## config.mk

```make
export PLATFORM = sky130hd
export DESIGN_NAME = fusc_session
export DESIGN_NICKNAME = d
export VERILOG_FILES = /design/src/rtl/fusc_pkg.sv /design/src/rtl/fusc_crc_byte.sv /design/src/rtl/fusc_session.sv
export SDC_FILE = /design/constraint.sdc
export NUM_CORES = 1
export LEC_CHECK = 0
export BUFFER_PORTS_ARGS = -buffer_cell sky130_fd_sc_hd__buf_2
export CORE_MARGIN = 4
export CORE_UTILIZATION = 56
export CTS_BUF_LIST = sky130_fd_sc_hd__clkbuf_8 sky130_fd_sc_hd__clkbuf_16
export DETAILED_ROUTE_END_ITERATION = 6
export PLACE_DENSITY_LB_ADDON = 0.3
export SYNTH_ARGS = -nofsm -noshare
export SYNTH_HDL_FRONTEND = slang
export SYNTH_SLANG_ARGS = --single-unit
```

## constraint.sdc

```tcl
create_clock -name clock -period 11 [get_ports clock]
set_input_delay 0.55 -clock clock [delete_from_list [all_inputs] [get_ports clock]]
set_output_delay 0.55 -clock clock [all_outputs]
set_load 0.01 [all_outputs]
```

## src/rtl/fusc_pkg.sv

```systemverilog
// Shared types and constants for the firmware upload session checker.
// Used by every module of the block; depends on nothing.
`timescale 1ns / 1ps

package fusc_pkg;

   localparam int unsigned CHUNK_MAX      = 1024;
   localparam int unsigned SIZE_WIDTH     = 24;
   localparam int unsigned LEN_WIDTH      = 11;
   localparam int unsigned CSR_ADDR_WIDTH = 3;

   localparam logic [31:0] CRC_POLY = 32'hEDB8_8320;
   localparam logic [31:0] CRC_INIT = 32'hFFFF_FFFF;

   localparam logic [SIZE_WIDTH-1:0] MIN_SIZE_RESET = 24'h01_0000;
   localparam logic [SIZE_WIDTH-1:0] MAX_SIZE_RESET = 24'h10_0000;

   typedef enum logic [2:0] {
      KIND_BEGIN  = 3'd0,
      KIND_HEADER = 3'd1,
      KIND_BYTE   = 3'd2,
      KIND_END    = 3'd3,
      KIND_ABORT  = 3'd4
   } kind_type;

   typedef enum logic [3:0] {
      ST_BEGIN_OK   = 4'd0,
      ST_BYTE_OK    = 4'd1,
      ST_CHUNK_OK   = 4'd2,
      ST_COMPLETE   = 4'd3,
      ST_ABORTED    = 4'd4,
      ST_SIZE       = 4'd5,
      ST_NOBEGIN    = 4'd6,
      ST_OFFSET     = 4'd7,
      ST_LENGTH     = 4'd8,
      ST_OVERFLOW   = 4'd9,
      ST_INCOMPLETE = 4'd10,
      ST_CRC        = 4'd11,
      ST_STRAY      = 4'd12
   } status_type;

   typedef enum logic {
      CSR_MIN_IMAGE_SIZE = 1'b0,
      CSR_MAX_IMAGE_SIZE = 1'b1
   } csr_index_type;

   typedef struct packed {
      logic [2:0]           kind;
      logic [31:0]          value;
      logic [LEN_WIDTH-1:0] chunk_length;
      logic [7:0]           data_byte;
   } req_type;

   typedef struct packed {
      logic [3:0]            status;
      logic [31:0]           report_value;
      logic                  write_enable;
      logic [SIZE_WIDTH-1:0] write_address;
      logic [7:0]            write_byte;
   } rsp_type;

   typedef struct packed {
      logic [SIZE_WIDTH-1:0] min_image_size;
      logic [SIZE_WIDTH-1:0] max_image_size;
   } cfg_type;

endpackage

```

## src/rtl/fusc_crc_byte.sv

```systemverilog
// Byte-wide reflected CRC-32 update, eight bit steps unrolled.
// Depends on fusc_pkg for the polynomial.
`timescale 1ns / 1ps

module fusc_crc_byte (
   input  logic [31:0] crc_cur,
   input  logic [7:0]  data_byte,
   output logic [31:0] crc_next
);

   always_comb begin
      logic [31:0] acc;
      acc = crc_cur ^ {24'd0, data_byte};
      for (int i = 0; i < 8; i++) begin
         acc = (acc >> 1) ^ (fusc_pkg::CRC_POLY & {32{acc[0]}});
      end
      crc_next = acc;
   end

endmodule

```

## src/rtl/fusc_session.sv

```systemverilog
// Session state registers and the per-item check and update logic.
// Depends on fusc_pkg and fusc_crc_byte.
`timescale 1ns / 1ps

module fusc_session (
   input  logic              clock,
   input  logic              reset,
   input  logic              step,
   input  fusc_pkg::req_type item,
   input  fusc_pkg::cfg_type cfg,
   output logic              result_en,
   output fusc_pkg::rsp_type result
);

   localparam int unsigned SW = fusc_pkg::SIZE_WIDTH;
   localparam int unsigned LW = fusc_pkg::LEN_WIDTH;

   logic          session_active_ff, session_active_in;
   logic [SW-1:0] expected_size_ff, expected_size_in;
   logic [SW-1:0] received_count_ff, received_count_in;
   logic [31:0]   crc_committed_ff, crc_committed_in;
   logic [31:0]   crc_working_ff, crc_working_in;
   logic          chunk_open_ff, chunk_open_in;
   logic [LW-1:0] chunk_remaining_ff, chunk_remaining_in;
   logic [LW-1:0] chunk_written_ff, chunk_written_in;

   logic [31:0]   crc_byte_next;
   logic [LW-1:0] written_inc;
   logic [LW-1:0] remaining_dec;
   logic [SW:0]   chunk_end;
   logic [31:0]   crc_result;

   fusc_crc_byte u_crc (
      .crc_cur   (crc_working_ff),
      .data_byte (item.data_byte),
      .crc_next  (crc_byte_next)
   );

   assign written_inc   = chunk_written_ff + LW'(1);
   assign remaining_dec = chunk_remaining_ff - LW'(1);
   assign chunk_end     = {1'b0, received_count_ff} + (SW + 1)'(item.chunk_length);
   assign crc_result    = ~crc_committed_ff;

   always_comb begin
      session_active_in  = session_active_ff;
      expected_size_in   = expected_size_ff;
      received_count_in  = received_count_ff;
      crc_committed_in   = crc_committed_ff;
      crc_working_in     = crc_working_ff;
      chunk_open_in      = chunk_open_ff;
      chunk_remaining_in = chunk_remaining_ff;
      chunk_written_in   = chunk_written_ff;
      result_en          = 1'b0;
      result             = '0;

      if (step && (item.kind <= 3'(fusc_pkg::KIND_ABORT))) begin
         result_en = 1'b1;
         // drop an open chunk on any non-byte item of a known kind
         if (item.kind != 3'(fusc_pkg::KIND_BYTE)) begin
            chunk_open_in      = 1'b0;
            chunk_remaining_in = '0;
            chunk_written_in   = '0;
            crc_working_in     = crc_committed_ff;
         end
         case (item.kind)
            3'(fusc_pkg::KIND_BEGIN): begin
               session_active_in = 1'b0;
               expected_size_in  = '0;
               received_count_in = '0;
               crc_committed_in  = fusc_pkg::CRC_INIT;
               crc_working_in    = fusc_pkg::CRC_INIT;
               if ((item.value < 32'(cfg.min_image_size)) ||
                   (item.value > 32'(cfg.max_image_size))) begin
                  result.status = 4'(fusc_pkg::ST_SIZE);
               end else begin
                  session_active_in = 1'b1;
                  expected_size_in  = item.value[SW-1:0];
                  result.status     = 4'(fusc_pkg::ST_BEGIN_OK);
               end
            end
            3'(fusc_pkg::KIND_HEADER): begin
               if (!session_active_ff) begin
                  result.status = 4'(fusc_pkg::ST_NOBEGIN);
               end else if (item.value != 32'(received_count_ff)) begin
                  result.status       = 4'(fusc_pkg::ST_OFFSET);
                  result.report_value = 32'(received_count_ff);
               end else if ((item.chunk_length == '0) ||
                            (item.chunk_length > LW'(fusc_pkg::CHUNK_MAX))) begin
                  result.status = 4'(fusc_pkg::ST_LENGTH);
               end else if (chunk_end > {1'b0, expected_size_ff}) begin
                  result.status = 4'(fusc_pkg::ST_OVERFLOW);
               end else begin
                  chunk_open_in      = 1'b1;
                  chunk_remaining_in = item.chunk_length;
                  chunk_written_in   = '0;
                  result.status      = 4'(fusc_pkg::ST_BYTE_OK);
               end
            end
            3'(fusc_pkg::KIND_BYTE): begin
               if (!chunk_open_ff) begin
                  result.status = 4'(fusc_pkg::ST_STRAY);
               end else begin
                  result.write_enable  = 1'b1;
                  result.write_address = received_count_ff + SW'(chunk_written_ff);
                  result.write_byte    = item.data_byte;
                  crc_working_in       = crc_byte_next;
                  chunk_written_in     = written_inc;
                  chunk_remaining_in   = remaining_dec;
                  if (remaining_dec == '0) begin
                     received_count_in   = received_count_ff + SW'(written_inc);
                     crc_committed_in    = crc_byte_next;
                     chunk_open_in       = 1'b0;
                     chunk_written_in    = '0;
                     result.status       = 4'(fusc_pkg::ST_CHUNK_OK);
                     result.report_value = 32'(received_count_ff + SW'(written_inc));
                  end else begin
                     result.status = 4'(fusc_pkg::ST_BYTE_OK);
                  end
               end
            end
            3'(fusc_pkg::KIND_END): begin
               if (!session_active_ff) begin
                  result.status = 4'(fusc_pkg::ST_NOBEGIN);
               end else if (received_count_ff != expected_size_ff) begin
                  result.status       = 4'(fusc_pkg::ST_INCOMPLETE);
                  result.report_value = 32'(received_count_ff);
               end else begin
                  if (crc_result != item.value) begin
                     result.status       = 4'(fusc_pkg::ST_CRC);
                     result.report_value = crc_result;
                  end else begin
                     result.status = 4'(fusc_pkg::ST_COMPLETE);
                  end
                  session_active_in = 1'b0;
                  expected_size_in  = '0;
                  received_count_in = '0;
                  crc_committed_in  = fusc_pkg::CRC_INIT;
                  crc_working_in    = fusc_pkg::CRC_INIT;
               end
            end
            3'(fusc_pkg::KIND_ABORT): begin
               session_active_in = 1'b0;
               expected_size_in  = '0;
               received_count_in = '0;
               crc_committed_in  = fusc_pkg::CRC_INIT;
               crc_working_in    = fusc_pkg::CRC_INIT;
               result.status     = 4'(fusc_pkg::ST_ABORTED);
            end
            default: begin
               result_en = 1'b0;
            end
         endcase
      end
   end

   always_ff @(posedge clock) begin
      if (reset) begin
         session_active_ff  <= 1'b0;
         expected_size_ff   <= '0;
         received_count_ff  <= '0;
         crc_committed_ff   <= fusc_pkg::CRC_INIT;
         crc_working_ff     <= fusc_pkg::CRC_INIT;
         chunk_open_ff      <= 1'b0;
         chunk_remaining_ff <= '0;
         chunk_written_ff   <= '0;
      end else begin
         session_active_ff  <= session_active_in;
         expected_size_ff   <= expected_size_in;
         received_count_ff  <= received_count_in;
         crc_committed_ff   <= crc_committed_in;
         crc_working_ff     <= crc_working_in;
         chunk_open_ff      <= chunk_open_in;
         chunk_remaining_ff <= chunk_remaining_in;
         chunk_written_ff   <= chunk_written_in;
      end
   end

   a_chunk_in_session: assert property (@(posedge clock) disable iff (reset)
      chunk_open_ff |-> session_active_ff)
      else $error("chunk open without an active session");

   a_count_in_bounds: assert property (@(posedge clock) disable iff (reset)
      session_active_ff |-> (received_count_ff <= expected_size_ff))
      else $error("received count beyond expected size");

   a_idle_clear: assert property (@(posedge clock) disable iff (reset)
      !session_active_ff |-> (received_count_ff == '0 &&
                              crc_committed_ff == fusc_pkg::CRC_INIT))
      else $error("idle session holds stale count or CRC");

endmodule

```

Word-level counts from Yosys, hierarchy flattened
Cells that the tools add are included.

storage, ports and cells
  register bits = 136
  input port bits = 105
  output and inout bits = 70

operators by class
  $add $sub $neg = 6
  $lt $le $gt $ge = 5
  eq/ne operators = 12
  muxes and demuxes = 66
  bitwise logic cells = 10
  reductions and logical operators = 13

operators by type and width
  kind                                                        count
  32-bit two-way mux                                          10
  32-bit case mux with 3 select lines                         3
  31-bit by 32-bit bitwise XOR with 32-bit output             8
  24-bit two-way mux                                          7
  24-bit case mux with 3 select lines                         2
  11-bit two-way mux                                          13
  69-bit two-way mux                                          1
  58-bit two-way mux                                          1
  24-bit by 11-bit adder with 25-bit output                   2
  24-bit by 11-bit adder with 24-bit output                   2
  11-bit case mux with 2 select lines                         2
  36-bit two-way mux                                          1
  33-bit two-way mux                                          1
  32-bit by 24-bit greater-than comparator with 1-bit output  1
  32-bit by 24-bit < comparator with 1-bit output             1
  32-bit by 24-bit != test with 1-bit output                  1
  32-bit != test                                              1
  32-bit NOT                                                  1
  32-bit by 8-bit bitwise XOR with 32-bit output              1
  4-bit two-way mux                                           7
  25-bit by 24-bit greater-than comparator with 1-bit output  1
  25-bit two-way mux                                          1
  24-bit != test                                              1
  11-bit zero test                                            2
  other kinds (24)                                            41

Logic depth before layout (Yosys ltp)
Gate-level depths: netlist (run 1).

  depth after elaboration = 12
  depth in mapped cells = 20
  mapped depth without buffers = 18

Modules after synthesis
A second synthesis (run 1) with hierarchy kept.

unflattened totals
  cells, all modules = 1514
  area, all modules = 12239.2 sq um

modules (own cells, without submodules)
  module         times used  cells an instance  area each (sq um)
  fusc_session   1           1443               11427.2
  fusc_crc_byte  1           71                 812.0

Worst setup path before layout (run 1)
No wires, ideal clock.

  kind = input to output
  from = input port item[8] in the netlist's numbering
  to = output port result[68] in the netlist's numbering
  arrival = 3679 ps
  required time = 10450 ps
  path slack = 6771 ps
  cell stages on the path = 19
  buffers on the path = 1
  cells stage by stage = ha_1 > inv_1 > fa_1 > nor2b_1 > o31a_1 > o21ai_0 > a221oi_1 > and2_1 > clkbuf_1 > nand2_1 > xnor2_1 > ha_1 > nand4_1 > nor2_1 > o211ai_1 > and3_1 > o21ai_0 > o21ai_0 > a21oi_1

RTL lines
  what             line                source
  start, declared  fusc_session.sv:9   input fusc_pkg::req_type item,
  end, declared    fusc_session.sv:12  output fusc_pkg::rsp_type result

==> metrics.txt, run 1 <==
critical path startpoint category=flop; number of global-route vias before repair=around 12000; leakage power of the design=between 5 and 6 nW; number of buffers added by the clock tree synthesis step=17; proportion of synthesized flip-flops having asynchronous set or reset=0%; setup repair after global routing missed its margin=false; worst vdd rail ir drop=a little over 0.09 mV; run status=finished with violations; relative contribution of combinational cells to total power=between 20% and 30%; post-synthesis simple-gate area fraction=about 17%; fraction of synthesized area in multiplexers=0.330%; clock skew after layout=15.1 ps; maximum root-to-sink buffer count=2; portion of the clock cycle consumed by the worst path in the final layout=between 50% and 60%; Starting Density=57.4%; Worst Setup Slack, final=5150 ps; Remaining DRCs=3; actual slew at the worst max-slew pin=between 1000 and 1500 ps; Avg Vias per Cell=roughly 6.6; width of the die=roughly 160 um; clock transition time at the flip-flop clock pins of the worst setup and hold paths=roughly 70 ps; destination of the worst register-to-register timing path=chunk_remaining_ff[0]; detailed-route wire length per cell=~23 um; Synth Register Bits=about 140; crit path capture type=primary output; number of distinct library cells after synthesis=79; hold_buf cts=0; EDFF count, synth=0; sequential share of power=37.3%; cell with the most instances on the worst path=sky130_fd_sc_hd__o21ai_0; leading cell types by count after synthesis=143 x sky130_fd_sc_hd__xnor2_1, 136 x sky130_fd_sc_hd__dfxtp_1, 118 x sky130_fd_sc_hd__nor2_1, 115 x sky130_fd_sc_hd__a21oi_1, 107 x sky130_fd_sc_hd__ha_1; number of top-level pins=about 180; total of fill cells in the finished design=about 1900; Max-Slew Margin vs Limit=between 10% and 20%; Max Clock Freq=171 MHz; setup fix buffers added after clock tree synthesis=0; H-tree level count=4; fraction of synthesized cell area taken by the top area cell type=between 20 and 25%; cell depth of the worst flop-to-flop path=17; chip height=155 um; placement row count=53; overflow left after global routing=0; violations in the final reports=DRC; worst setup timing slack at the placement stage=between 5000 and 6000 ps; most crowded layer after global routing=met2; number of endpoints with negative hold slack in the final report=0; post-cts repair resize count=0; placer's final routability congestion estimate=~1.0; number of max-slew violations in the final report=0; startpoint-to-endpoint class of the critical path=flop to primary output; total inserted antenna cells=0; Detailed Place HPWL=about 33 mm; total die area=roughly 24000 um^2; number of warning messages in the yosys log=0; core outline area=21200 um^2; end point of the worst hold path=chunk_remaining_ff[4]; CP Cell Sequence=inv_1 > fa_1 > nor2b_1 > o31a_1 > o21ai_0 > a221oi_1 > and2_1 > nand2_1 > xnor2_1 > ha_1 > nand3_1 > nor2_1 > o211ai_1 > o21ai_0 > o21ai_0 > a21oi_1 > buf_2; post-synthesis xor/xnor area fraction=roughly 16%; insertion delay of the later-clocked pin in the worst-skew pair=430 ps; largest cells by area after synthesis=sky130_fd_sc_hd__dfxtp_1 22%, sky130_fd_sc_hd__ha_1 11%, sky130_fd_sc_hd__xnor2_1 10%, sky130_fd_sc_hd__a21oi_1 4.7%, sky130_fd_sc_hd__xor2_1 4.1%; global-route wire length before repair=just under 70 mm; TritonCTS clock tree=yes; net count after synthesis=1769; cell type of the slowest stage on the worst timing path=sky130_fd_sc_hd__dfxtp_1; Final TNS setup=0 ps; number of optimization iterations in the first detailed-route pass=7; crit path DAT=between 5000 and 6000 ps; Synth Instances=between 1500 and 2000; FF-to-FF Start=received_count_ff[1]; met2 track demand over resource in global routing=between 50 and 60%; required time at the endpoint of the critical path=around 10000 ps; most common cell in the netlist=sky130_fd_sc_hd__xnor2_1; final-stage net count=about 1900; port bufs=~170; stage delay of the slowest cell on the critical path=~640 ps; post-synth top area cell=sky130_fd_sc_hd__dfxtp_1; CTS root buf=sky130_fd_sc_hd__clkbuf_16; Mean Syn Cell Area=roughly 8 um^2; global-route usage over all layers=a little over a third; worst setup slack for register-to-register paths=5940 ps; combined area of all synthesized cells=~12000 um^2; count of vias placed by the detailed router=13000; kind of path behind the tightest hold check=input pin to flop; sum of internal, switching and leakage power=1.36 mW; critical path peak fanout=9; hold_sp=item[12]; CTS Sinks=~140; most frequently used flop master after synthesis=sky130_fd_sc_hd__dfxtp_1; grt met3 use=8.34%; number of antenna violations at the first check in global routing=2; largest net degree at the start of global routing=slightly below 60; share of layout cells above drive strength 1=approximately 15%; Total Routed Length=about 45 mm; net load switching power=around 0.44 mW; cell internal pwr=between 0.9 and 1 mW; Starting DRT DRC Count=roughly 1800; cell area power density=99.1 nW/um^2; flip-flop and latch area=2720 um^2; combinational family with the most area after synthesis=compound AO/OA/AOI/OAI gates; sequential-to-total area share from yosys stat=between 20% and 30%; fraction of the mapped netlist area in adder cells=around 12%; minimum clock period=approximately 5800 ps; synthesis-to-finish area growth=13.0%; area taken by multi-input logic gates=slightly below 9000 um^2; global routing usage on met1=45.8%; Setup-failing EPs final=0; clock share of power=roughly two fifths; switching fraction of total power=roughly 32%; Maximum Capacitance Violations=0; number of cells on the worst hold path=2; synthesized-area fraction occupied by ao, oa, aoi and oai cells=27.0%; Detail Route Antenna Nets=0
-- sequential cells by signal, summed over array words and instances (netlist names) --
signal,cells
chunk_open_ff,1
chunk_remaining_ff,11
chunk_written_ff,11
crc_committed_ff,32
crc_working_ff,32
expected_size_ff,24
received_count_ff,24
session_active_ff,1
-- cells by family (layout without fill, tap and decap cells) --
logic type / after synthesis / after routing
compound gates: 495 / 495
xor+xnor: 208 / 208
fa+ha+maj: 110 / 110
buf+inv: 178 / 317
flops: 136 / 136
mux: 4 / 4
simple gates: 423 / 423
-- metrics by stage --
step | area (um^2) | util (%) | hold WS (ps) | std cells
floorplan | 12100 | - | 468 | 1554
global placement | 13200 | 62.3 | 497 | 1936
detailed placement | 13200 | 62.3 | 501 | 1936
CTS | 13700 | 64.9 | 373 | 1968
global route | 13700 | 64.9 | 374 | 1968
finish | 13700 | 64.9 | 385 | 1968
-- worst max path at each step --
stage	endpoint	start	cells after the start	slack, ps
5_1_grt	result[68]	received_count_ff[1]	18	4830
3_5_place_dp	result[68]	item[8]	20	5800
6_report	result[68]	received_count_ff[1]	17	5150
3_3_place_gp	result[68]	item[9]	18	5830
2_1_floorplan	result[68]	item[8]	19	6770
4_1_cts	result[68]	received_count_ff[1]	18	5350
-- cell type report --
cell class / instances / area share (%)
clock buffers: 19 / 3.30
clock inverters: 13 / 0.802
inverters: 98 / 2.68
multi-input cells: 1240 / 63.8
flip-flops and latches: 136 / 19.8
well taps: 275 / 2.51
repair buffers: 187 / 7.05
-- critical path, delay by kind of cell, from the launching register on --
kind	cells	cell delay (ps)
AO/OA/AOI/OAI	7	1840
AND/OR/NAND/NOR	5	1000
adder cells (fa/ha/maj)	2	830
flip-flops	1	640
buffers and inverters	2	410
XOR/XNOR	1	170
-- power by group through the flow --
| stage | Combinational [mW] | Clock (mW) | Sequential [mW] |
|---|---|---|---|
| 6_report | 0.293 | 0.561 | 0.507 |
| 5_1_grt | 0.314 | 0.580 | 0.507 |
| 4_1_cts | 0.285 | 0.561 | 0.507 |
| 3_5_place_dp | 0.281 | 0 | 0.518 |
| 3_3_place_gp | 0.277 | 0 | 0.517 |
| 2_1_floorplan | 0.192 | 0 | 0.515 |
-- layout by cell type (no fill, tap or decap), types with 9 or more instances in the layout --
| cell | netlist | layout |
|---|---|---|
| sky130_fd_sc_hd__dfxtp_1 | 136 | 136 |
| sky130_fd_sc_hd__nand3_1 | 32 | 32 |
| sky130_fd_sc_hd__a211oi_1 | 20 | 19 |
| sky130_fd_sc_hd__a2bb2oi_1 | 26 | 26 |
| sky130_fd_sc_hd__nor2_1 | 118 | 116 |
| sky130_fd_sc_hd__buf_4 | 2 | 13 |
| sky130_fd_sc_hd__o22ai_1 | 19 | 19 |
| sky130_fd_sc_hd__o21ai_0 | 92 | 92 |
| sky130_fd_sc_hd__o211ai_1 | 19 | 19 |
| sky130_fd_sc_hd__a22o_1 | 29 | 29 |
| sky130_fd_sc_hd__inv_1 | 97 | 97 |
| sky130_fd_sc_hd__a21oi_1 | 115 | 115 |
| sky130_fd_sc_hd__o221ai_1 | 12 | 12 |
| sky130_fd_sc_hd__and3_1 | 28 | 28 |
| sky130_fd_sc_hd__a21o_1 | 12 | 12 |
| sky130_fd_sc_hd__a22oi_1 | 28 | 28 |
| sky130_fd_sc_hd__o21ai_1 | 28 | 28 |
| sky130_fd_sc_hd__nor3_1 | 27 | 27 |
| sky130_fd_sc_hd__ha_1 | 107 | 107 |
| sky130_fd_sc_hd__clkbuf_16 | 0 | 17 |
| sky130_fd_sc_hd__nor4_1 | 19 | 19 |
| sky130_fd_sc_hd__xnor2_1 | 143 | 143 |
| sky130_fd_sc_hd__o21a_1 | 16 | 16 |
| sky130_fd_sc_hd__nand4_1 | 28 | 28 |
| sky130_fd_sc_hd__xor2_1 | 57 | 57 |
| sky130_fd_sc_hd__buf_2 | 9 | 174 |
| sky130_fd_sc_hd__a31oi_1 | 10 | 9 |
| sky130_fd_sc_hd__nand2_1 | 96 | 96 |
| sky130_fd_sc_hd__or3_1 | 11 | 11 |
-- routing by layer --
layer / wire, um / vias to the layer above
met5: 13 / -
met4: 2390 / 2
met3: 5370 / 190
met2: 19600 / 870
met1: 17200 / 6064
li1: - / 5922
Power figures use the tool's default switching activity.
==> run 2, diff against run 1 <==
==> constraint.sdc (replaced) <==
create_clock -name clock -period 5.76 [get_ports clock]
set_input_delay 0.288 -clock clock [delete_from_list [all_inputs] [get_ports clock]]
set_output_delay 0.288 -clock clock [all_outputs]
set_load 0.01 [all_outputs]
==> run 2 against run 1 <==
- the flow still finishes with violations (DRC)
- sequential power is 91% higher
- clock power is 94% higher
- sequential share of layout area is 0.11 points lower
- clock skew is 2.1 ps lower
- die area stayed put
- highest routed layer unchanged
==> metrics.txt, run 2 (synthesized netlist as in run 1, its figures left out) <==
routed metal-1 wire length=roughly 18 mm; net load switching power=0.835 mW; clock transition time at the flip-flop clock pins of the worst setup and hold paths=70 ps; Detailed Place HPWL=roughly 34 mm; Starting DRT DRC Count=about 1600; count of vias placed by the detailed router=between 10000 and 15000; Detail Route Antenna Nets=0; share of layout cells above drive strength 1=around 15%; Max Clock Freq=around 190 MHz; actual slew at the worst max-slew pin=1320 ps; Total Routed Length=roughly 45 mm; met2 routed WL=roughly 19 mm; number of buffers added by the clock tree synthesis step=17; commonest cells after routing, fill and taps aside=174 x sky130_fd_sc_hd__buf_2, 143 x sky130_fd_sc_hd__xnor2_1, 136 x sky130_fd_sc_hd__dfxtp_1; setup fix buffers added after clock tree synthesis=0; CTS Sinks=approximately 140; kind of path behind the tightest hold check=input pin to flop; H-tree level count=4; minimum clock period=5310 ps; detailed-route wire length per cell=22.6 um; cell area power density=roughly 190 nW/um^2; crit path capture type=primary output; final-stage net count=roughly 1900; chip height=between 150 and 200 um; startpoint-to-endpoint class of the critical path=flop to primary output; worst setup timing slack at the placement stage=~970 ps; number of max-slew violations in the final report=0; violations in the final reports=DRC; switching fraction of total power=about a third; number of global-route vias before repair=between 10000 and 15000; overflow left after global routing=0; worst vdd rail ir drop=0.198 mV; relative contribution of combinational cells to total power=a little over a fifth; global-route usage over all layers=36.2%; largest net degree at the start of global routing=59; synthesis-to-finish area growth=13.7%; number of optimization iterations in the first detailed-route pass=7; largest registers=crc_committed_ff x32, crc_working_ff x32; Setup-failing EPs final=0; number of antenna violations at the first check in global routing=1; setup repair after global routing missed its margin=false; leakage power of the design=just under 6 nW; portion of the clock cycle consumed by the worst path in the final layout=approximately 92%; most common cell after layout, fill and taps aside=sky130_fd_sc_hd__buf_2; CTS root buf=sky130_fd_sc_hd__clkbuf_16; Remaining DRCs=12; TritonCTS clock tree=yes; core outline area=~21000 um^2; number of endpoints with negative hold slack in the final report=0; placer's final routability congestion estimate=~1; total length of routed met3 wires=around 5.2 mm; clock share of power=around two fifths; highest routing layer actually used=met5; placement row count=between 50 and 60; port bufs=approximately 170; post-cts repair resize count=0; Max-Slew Margin vs Limit=between 10% and 20%; required time at the endpoint of the critical path=between 5000 and 6000 ps; total inserted antenna cells=0; number of top-level pins=around 180; critical path peak fanout=9; total die area=roughly 24000 um^2; critical path startpoint category=flop; global-route wire length before repair=roughly 70 mm; cell internal pwr=around 1.8 mW; maximum root-to-sink buffer count=2; run status=finished with violations; Final TNS setup=0 ps; clock skew after layout=approximately 13 ps; insertion delay of the later-clocked pin in the worst-skew pair=roughly 440 ps; hold_buf cts=0; width of the die=155 um; Avg Vias per Cell=around 6.5; Starting Density=approximately 57%; sequential share of power=37.1%; Worst Setup Slack, final=450 ps; total of fill cells in the finished design=1855; worst setup slack for register-to-register paths=1020 ps; Maximum Capacitance Violations=0; crit path DAT=approximately 5000 ps
==> run 2: worst paths after layout <==
check / depth (start not counted) / to / startpoint
max: 18 / result[68] / received_count_ff[1]
max reg2reg: 17 / chunk_remaining_ff[8] / received_count_ff[1]
min: 2 / chunk_remaining_ff[7] / item[15]
min reg2reg: 2 / crc_working_ff[3] / crc_working_ff[3]
==> run 2: layer usage <==
metal | up-vias | GRT usage (%)
li1 | 5936 | -
met1 | 5986 | 48.4
met2 | 851 | 55.2
met3 | 174 | 8.43
met4 | 2 | 16.8
met5 | - | 0
==> run 2: metrics by stage <==
stage               hold WS [ps]  util (%)  cells  total power [mW]  instance area (um^2)
floorplan                    398         -   1554              1.35                 12100
global placement             493      62.6   1945              1.52                 13200
detailed placement           506      62.6   1945              1.52                 13200
CTS                          112      65.3   1977              2.60                 13800
global route                 128      65.3   1977              2.70                 13800
finish                       122      65.3   1977              2.61                 13800
==> run 2: power by group through the flow <==
stage               registers, mW  logic (mW)  clock network, mW
floorplan                   0.984       0.366                  0
global placement            0.987       0.529                  0
detailed placement          0.988       0.537                  0
CTS                         0.966       0.541               1.09
global route                0.968       0.600               1.13
finish                      0.967       0.551               1.09
==> run 2: cell type report <==
cell class	count	area [um^2]	share of cell area, %
repair buffers	196	1040	7.50
clock inverters	15	144	1.04
flip-flops and latches	136	2720	19.7
inverters	98	368	2.66
well taps	275	344	2.49
multi-input cells	1240	8770	63.5
clock buffers	17	425	3.08
==> run 2: critical path: stages (launching register included) <==
cell and delay, ps:
sky130_fd_sc_hd__dfxtp_1 600, sky130_fd_sc_hd__inv_1 180, sky130_fd_sc_hd__fa_1 460, sky130_fd_sc_hd__nor2b_1 170, sky130_fd_sc_hd__o31a_1 180, sky130_fd_sc_hd__o21ai_0 130
sky130_fd_sc_hd__a221oi_1 460, sky130_fd_sc_hd__and2_1 370, sky130_fd_sc_hd__nand2_1 110, sky130_fd_sc_hd__xnor2_1 140, sky130_fd_sc_hd__ha_1 310, sky130_fd_sc_hd__nand4_1 100
sky130_fd_sc_hd__nor2_1 150, sky130_fd_sc_hd__o211ai_1 100, sky130_fd_sc_hd__and3_1 190, sky130_fd_sc_hd__o21ai_0 300, sky130_fd_sc_hd__o21ai_0 170, sky130_fd_sc_hd__a21oi_1 260
sky130_fd_sc_hd__buf_2 200
